$ cat src/rtl/core/sipq_pkg.sv
`timescale 1ns / 1ps
`default_nettype none

package sipq_pkg;

    localparam int DEFAULT_CAPACITY = 16;
    localparam int DATA_W           = 32;

    localparam logic       MODE_INSERT   = 1'b0;
    localparam logic       MODE_REMOVE   = 1'b1;

    localparam logic [1:0] STATUS_DONE   = 2'd0;
    localparam logic [1:0] STATUS_EMPTY  = 2'd1;
    localparam logic [1:0] STATUS_FULL   = 2'd2;

    // Command broadcast to every cell in the chain for one transaction.
    typedef struct packed {
        logic                     ins;
        logic                     rem;
        logic signed [DATA_W-1:0] value;
    } cell_cmd_t;

endpackage

`default_nettype wire

$ cat src/rtl/core/sipq_cell.sv
`timescale 1ns / 1ps
`default_nettype none

module sipq_cell (
    input  wire logic                              clk,
    input  wire sipq_pkg::cell_cmd_t               cmd,
    input  wire logic                              occupied,
    input  wire logic                              prev_take,
    input  wire logic signed [sipq_pkg::DATA_W-1:0] prev_entry,
    input  wire logic signed [sipq_pkg::DATA_W-1:0] next_entry,
    output logic signed [sipq_pkg::DATA_W-1:0]      entry,
    output logic                                   take
);

    logic signed [sipq_pkg::DATA_W-1:0] entry_reg;
    logic signed [sipq_pkg::DATA_W-1:0] entry_next;

    // A cell takes part in an insert when it is empty or holds a value not below
    // the new one; since the chain is sorted, these cells form a suffix.
    assign take  = !(occupied && (entry_reg < cmd.value));
    assign entry = entry_reg;

    always_comb
    begin
        entry_next = entry_reg;
        if (cmd.ins && take)
        begin
            if (prev_take)
                entry_next = prev_entry;
            else
                entry_next = cmd.value;
        end
        else if (cmd.rem)
        begin
            entry_next = next_entry;
        end
    end

    always_ff @(posedge clk)
    begin
        entry_reg <= entry_next;
    end

endmodule

`default_nettype wire

$ cat src/rtl/core/sorted_insert_priority_queue.sv
`timescale 1ns / 1ps
`default_nettype none

// Channel   Signals                           Direction  Transfer
// command   start, mode, value                in         start && !busy
// result    done, status, removed_value       out        done, one cycle
//
// All cells compare and shift in parallel at the accepting edge, and the result
// appears on the next cycle for one cycle.
// busy is always low, so a command may be issued on every cycle.
// Reset clears the entry count and the result strobe; cell contents are not reset.
// The receiver cannot stall, so no result is ever held back.

module sorted_insert_priority_queue #(
    parameter int CAPACITY = sipq_pkg::DEFAULT_CAPACITY
) (
    input  wire logic                               clk,
    input  wire logic                               rst_n,
    input  wire logic                               start,
    output logic                                    busy,
    input  wire logic                               mode,
    input  wire logic signed [sipq_pkg::DATA_W-1:0] value,
    output logic                                    done,
    output logic [1:0]                              status,
    output logic signed [sipq_pkg::DATA_W-1:0]      removed_value
);

    localparam int CNT_W = $clog2(CAPACITY + 1);

    logic [CNT_W-1:0] count_reg;
    logic [CNT_W-1:0] count_next;
    logic             done_reg;
    logic [1:0]       status_reg;
    logic [1:0]       status_next;
    logic signed [sipq_pkg::DATA_W-1:0] removed_reg;
    logic signed [sipq_pkg::DATA_W-1:0] removed_next;

    logic accept;
    logic is_full;
    logic is_empty;
    sipq_pkg::cell_cmd_t cmd;

    logic [CAPACITY-1:0] occupied;
    logic [CAPACITY-1:0] take;
    logic signed [sipq_pkg::DATA_W-1:0] entry [CAPACITY];

    assign busy     = 1'b0;
    assign accept   = start && !busy;
    assign is_full  = (count_reg == CNT_W'(CAPACITY));
    assign is_empty = (count_reg == '0);

    assign cmd.ins   = accept && (mode == sipq_pkg::MODE_INSERT) && !is_full;
    assign cmd.rem   = accept && (mode == sipq_pkg::MODE_REMOVE) && !is_empty;
    assign cmd.value = value;

    genvar i;
    generate
        for (i = 0; i < CAPACITY; i++)
        begin : g_cell
            logic                               prev_take_w;
            logic signed [sipq_pkg::DATA_W-1:0] prev_entry_w;
            logic signed [sipq_pkg::DATA_W-1:0] next_entry_w;

            assign occupied[i] = (CNT_W'(i) < count_reg);

            if (i == 0)
            begin : g_head
                assign prev_take_w  = 1'b0;
                assign prev_entry_w = value;
            end
            else
            begin : g_body
                assign prev_take_w  = take[i-1];
                assign prev_entry_w = entry[i-1];
            end

            if (i == CAPACITY - 1)
            begin : g_tail
                assign next_entry_w = entry[i];
            end
            else
            begin : g_link
                assign next_entry_w = entry[i+1];
            end

            sipq_cell u_cell (
                .clk        (clk),
                .cmd        (cmd),
                .occupied   (occupied[i]),
                .prev_take  (prev_take_w),
                .prev_entry (prev_entry_w),
                .next_entry (next_entry_w),
                .entry      (entry[i]),
                .take       (take[i])
            );
        end
    endgenerate

    always_comb
    begin
        count_next   = count_reg;
        status_next  = sipq_pkg::STATUS_DONE;
        removed_next = '0;
        case (mode)
            sipq_pkg::MODE_INSERT:
            begin
                if (is_full)
                    status_next = sipq_pkg::STATUS_FULL;
                else
                    count_next = count_reg + CNT_W'(1);
            end
            sipq_pkg::MODE_REMOVE:
            begin
                if (is_empty)
                    status_next = sipq_pkg::STATUS_EMPTY;
                else
                begin
                    count_next   = count_reg - CNT_W'(1);
                    removed_next = entry[0];
                end
            end
            default:
            begin
                status_next = sipq_pkg::STATUS_DONE;
            end
        endcase
    end

    always_ff @(posedge clk or negedge rst_n)
    begin
        if (!rst_n)
        begin
            count_reg <= '0;
            done_reg  <= 1'b0;
        end
        else
        begin
            done_reg <= accept;
            if (accept)
                count_reg <= count_next;
        end
    end

    always_ff @(posedge clk)
    begin
        if (accept)
        begin
            status_reg  <= status_next;
            removed_reg <= removed_next;
        end
    end

    assign done          = done_reg;
    assign status        = status_reg;
    assign removed_value = removed_reg;

endmodule

`default_nettype wire

$ cat config.mk
export PLATFORM = sky130hd
export DESIGN_NAME = sorted_insert_priority_queue
export DESIGN_NICKNAME = d
export VERILOG_FILES = /design/src/rtl/core/sipq_pkg.sv /design/src/rtl/core/sipq_cell.sv /design/src/rtl/core/sorted_insert_priority_queue.sv
export SDC_FILE = /design/constraint.sdc
export NUM_CORES = 2
export LEC_CHECK = 0
export ABC_AREA = 1
export BUFFER_PORTS_ARGS = -buffer_cell sky130_fd_sc_hd__clkbuf_2
export CORE_ASPECT_RATIO = 1.5
export CORE_UTILIZATION = 30
export CTS_CLUSTER_SIZE = 16
export DETAILED_ROUTE_END_ITERATION = 10
export PLACE_DENSITY = 0.52
export SYNTH_ARGS = -nofsm -noshare
export SYNTH_HDL_FRONTEND = slang
export SYNTH_SLANG_ARGS = --single-unit
$ cat constraint.sdc
create_clock -name clk -period 3.8 [get_ports clk]
set_input_delay 0.38 -clock clk [delete_from_list [all_inputs] [get_ports clk]]
set_output_delay 0.38 -clock clk [all_outputs]
set_load 0.1 [all_outputs]
==> flow_results.xml <==
<?xml version="1.0" encoding="UTF-8"?>
<metrics>
  <group name="worst_setup_path">
    <metric name="timing.setup.critical_path_class" unit="">register to register</metric>
    <metric name="setup.worst_path.end_class" unit="">register</metric>
    <metric name="cp.required" unit="ns">4.32</metric>
    <metric name="worst_ep_arrival_time" unit="ns">3.80</metric>
    <metric name="critPathMaxFanout" unit="">32</metric>
    <metric name="cp-start-kind" unit="">register</metric>
  </group>
  <group name="floorplan">
    <metric name="die_area" unit="um2">142000</metric>
    <metric name="die_w" unit="um">308</metric>
    <metric name="core-area" unit="um2">139000</metric>
    <metric name="floorplan.die.height" unit="um">461</metric>
    <metric name="io-pin-count" unit="">72</metric>
    <metric name="core.rowCount" unit="">167</metric>
    <metric name="initial_core_utilization" unit="%">30.4</metric>
  </group>
  <group name="finish">
    <metric name="largest_register_ffs" unit="">512</metric>
    <metric name="final_std_cells_w_o_fill" unit="">7500</metric>
    <metric name="antenna-diode-count" unit="">0</metric>
    <metric name="fin_area" unit="um2">46800</metric>
    <metric name="fraction_of_layout_instances_using_a_drive_strength_above_1" unit="%">7.48</metric>
    <metric name="multiInputGateArea" unit="um2">23300</metric>
    <metric name="fillCellCount" unit="">14700</metric>
    <metric name="area.growth.synth_to_final" unit="%">11.4</metric>
    <metric name="layout.area.seq" unit="um2">16500</metric>
    <metric name="nets" unit="">6129</metric>
  </group>
  <group name="grt">
    <metric name="grt_max_degree" unit="">65</metric>
    <metric name="grt_overflow_total" unit="">0</metric>
    <metric name="vias_in_the_first_global_route" unit="">37500</metric>
    <metric name="grt_pass1_wl" unit="mm">208</metric>
    <metric name="grt_use_total" unit="%">18.5</metric>
    <metric name="antenna_found_initial" unit="">0</metric>
  </group>
  <group name="detailed_routing">
    <metric name="ant_nets" unit="">0</metric>
    <metric name="drt_iter0_drcs" unit="">1886</metric>
    <metric name="m1WireLength" unit="mm">49.4</metric>
    <metric name="vias_per_cell" unit="">4.82</metric>
    <metric name="met2RoutedLength" unit="mm">75.6</metric>
    <metric name="dr.max_layer_used" unit="">met4</metric>
    <metric name="detailroute.via_count" unit="">36200</metric>
    <metric name="finalWirelength" unit="mm">132</metric>
    <metric name="wl_per_cell" unit="um">17.6</metric>
    <metric name="met3RoutedLength" unit="mm">3.17</metric>
    <metric name="drtPass1Iterations" unit="">5</metric>
    <metric name="drc" unit="">0</metric>
  </group>
  <group name="clock_network">
    <metric name="cts.sinks" unit="">552</metric>
    <metric name="cts-root-to-sink-buffers" unit="">3</metric>
    <metric name="cts-buffers-inserted" unit="">61</metric>
    <metric name="ctsHtreeMaxLevel" unit="">2</metric>
    <metric name="clk_latency_worst_skew_pair" unit="ns">0.67</metric>
    <metric name="count_of_instances_resized_after_the_clock_tree_is_built" unit="">0</metric>
    <metric name="clk_transition_reported_paths" unit="ns">0.06</metric>
    <metric name="clock_tree.root_cell" unit="">clkbuf_16</metric>
    <metric name="clock_tree_from_tritoncts" unit="">done</metric>
  </group>
  <group name="power_and_ir_drop">
    <metric name="static-leakage-power" unit="uW">0.0230</metric>
    <metric name="power-per-cell-area" unit="nW/um2">683</metric>
    <metric name="netSwitchingPower" unit="uW">14700</metric>
    <metric name="power_frac_comb" unit="%">48.7</metric>
    <metric name="p_int" unit="uW">17300</metric>
    <metric name="power_frac_seq" unit="%">33.2</metric>
    <metric name="clockPowerShare" unit="%">18.1</metric>
    <metric name="netSwitchingFraction" unit="%">45.8</metric>
    <metric name="vdd_ir_drop_max" unit="mV">0.405</metric>
  </group>
  <group name="place">
    <metric name="port_bufs" unit="">70</metric>
    <metric name="place_inst" unit="">7389</metric>
    <metric name="placed_area" unit="um2">45000</metric>
    <metric name="place_hpwl" unit="mm">108</metric>
    <metric name="global_placement_routability_congestion" unit="">0.891</metric>
  </group>
  <group name="timing">
    <metric name="worst_clock_skew" unit="ns">0.0237</metric>
    <metric name="maxClockFrequency" unit="MHz">305</metric>
    <metric name="worst_pin_slew" unit="ns">0.843</metric>
    <metric name="layout_worst_path_cycle_share" unit="%">86.4</metric>
    <metric name="timing.final.setup_violations" unit="">0</metric>
    <metric name="finalSetupTns" unit="ns">0</metric>
    <metric name="period_minus_slack" unit="ns">3.28</metric>
    <metric name="timing_max_transition_violations_final" unit="">0</metric>
    <metric name="relSlewSlack" unit="%">43.7</metric>
    <metric name="report.final.hold_viol_count" unit="">0</metric>
    <metric name="unrepaired_setup_endpoints_after_global_routing" unit="">no</metric>
  </group>
  <group name="synth">
    <metric name="post_synth_inst_count" unit="">5569</metric>
    <metric name="synth-main-ff-cell" unit="">edfxtp_1</metric>
    <metric name="synth_async_sr_flop_share" unit="%">1.09</metric>
    <metric name="synthesis.nets" unit="">6104</metric>
    <metric name="synth_area_per_cell" unit="um2">7.55</metric>
    <metric name="number_of_flops_mapped_to_enable_cells_by_yosys" unit="">546</metric>
    <metric name="number_of_distinct_library_cells_after_synthesis" unit="">36</metric>
    <metric name="post_synth_instance_area" unit="um2">42100</metric>
    <metric name="synth_seq_cells" unit="">552</metric>
    <metric name="synthesis.yosys.warnings" unit="">0</metric>
    <metric name="synth-seq-area-share" unit="%">39.3</metric>
  </group>
  <group name="run">
    <metric name="maxCapViolations" unit="">0</metric>
  </group>
  <group name="outcome">
    <metric name="outcome" unit="">complete, no violations</metric>
  </group>
  <group name="hold_path">
    <metric name="hp-class" unit="">input port to async pin</metric>
  </group>
</metrics>
-- path summary, 6_finish.rpt --
path | startpoint | to | slack, ns | cells after the start
min in group clk | mode | count_reg[1] | 0.20 | 4
worst max register to register | count_reg[0] | g_cell[1].u_cell.entry[24] | 0.52 | 14
max in group asynchronous | rst_n | count_reg[3] | 3.49 | 2
worst min register to register | g_cell[15].u_cell.entry[6] | g_cell[14].u_cell.entry[6] | 0.55 | 2
worst max-delay path | count_reg[0] | g_cell[1].u_cell.entry[24] | 0.52 | 14
worst min-delay path | rst_n | done | 0.11 | 2
-- repair_timing --
item | in CTS | in global routing
hold buffers | 1 | 0
setup buffers | 0 | 0
hold endpoints to repair | 6 | 0
-- critical path: stages (launching register included) --
cell and delay [ns]:
dfrtp_1 0.53, inv_1 0.17, ha_1 0.22, inv_1 0.06, nor3_1 0.04, inv_1 0.10
nor2_1 0.05, inv_1 0.10, nand3_1 0.33, inv_2 0.44, buf_4 0.26, nand2_2 0.09
inv_2 0.49, nand2_1 0.13, nand2_1 0.11
-- metal layers --
layer  vias to the layer above  GRT usage (%)
met5                         -              0
met1                     16500           18.6
met3                       216           1.35
met4                         0           6.30
met2                       625           38.7
li1                      18800              -
-- logic make-up after synthesis --
group | after synthesis | share of synthesized area, %
and+or+nand+nor | 3583 | 35.6
DFF | 552 | 39.3
buffers and inverters | 543 | 5.40
adders and majority gates | 499 | 14.8
AOI/OAI and AO/OA | 386 | 4.68
xor gates and xnor gates | 5 | 0.104
other | 1 | 0.00891
-- cell usage after synthesis, types with 6 or more instances --
library cell / number / area [um2]
nor3_1: 33 / 165
dfrtp_1: 6 / 150
edfxtp_1: 546 / 16400
ha_1: 499 / 6240
nand2_2: 26 / 163
nand3_2: 26 / 260
inv_1: 214 / 803
nand3_1: 46 / 230
buf_1: 26 / 97.6
buf_4: 7 / 52.6
nand3b_1: 7 / 52.6
nand4_1: 467 / 2920
o21ai_0: 109 / 546
nand2_1: 2804 / 10500
inv_2: 20 / 75.1
buf_2: 164 / 821
nor2_1: 170 / 638
a21oi_1: 238 / 1190
o21ai_1: 24 / 120
clkbuf_1: 108 / 405
-- layout by cell type, fill, tap and decap left out, drive strengths merged --
cell / instances
nand2: 2830
edfxtp: 546
ha: 499
nand4: 467
a21oi: 238
inv: 235
buf: 197
nor2: 171
clkbuf: 155
o21ai: 133
nand3: 72
nor3: 33
clkinv: 26
nand3b: 7
dfrtp: 6
o21a: 5
xor2: 5
a31oi: 3
o211ai: 2
nor4: 2
a21o: 1
o31ai: 1
o21bai: 1
a211oi: 1
or2: 1
o22ai: 1
conb: 1
bufinv: 1
dlygate4sd3: 1
-- metrics by stage --
step / setup WS (ns) / hold slack, ns / utilization [%] / total power [uW]
after global placement: 0.262 / 0.243 / 32.5 / 26100
after global routing: 0.268 / 0.136 / 33.8 / 34700
final: 0.517 / 0.114 / 33.8 / 32000
after CTS: 0.491 / 0.0799 / 33.8 / 32300
after floorplan: 0.294 / 0.0844 / - / 21600
after detailed placement: 0.164 / 0.251 / 32.5 / 26400
-- layout make-up --
cell class              count  share of cell area (%)
multi-input cells        4474                    49.7
flip-flops and latches    552                    35.3
well taps                1859                    4.97
repair buffers            268                    4.22
clock buffers              85                    3.58
inverters                 237                    1.90
clock inverters            25                   0.286
-- power by group through the flow --
stage / logic [uW] / registers (uW) / clock network (uW)
floorplan: 11000 / 10500 / 0
global placement: 15400 / 10700 / 0
detailed placement: 15700 / 10700 / 0
CTS: 15700 / 10600 / 5960
global route: 17800 / 10800 / 6100
finish: 15600 / 10600 / 5790
(Power assumes the default switching activity.)
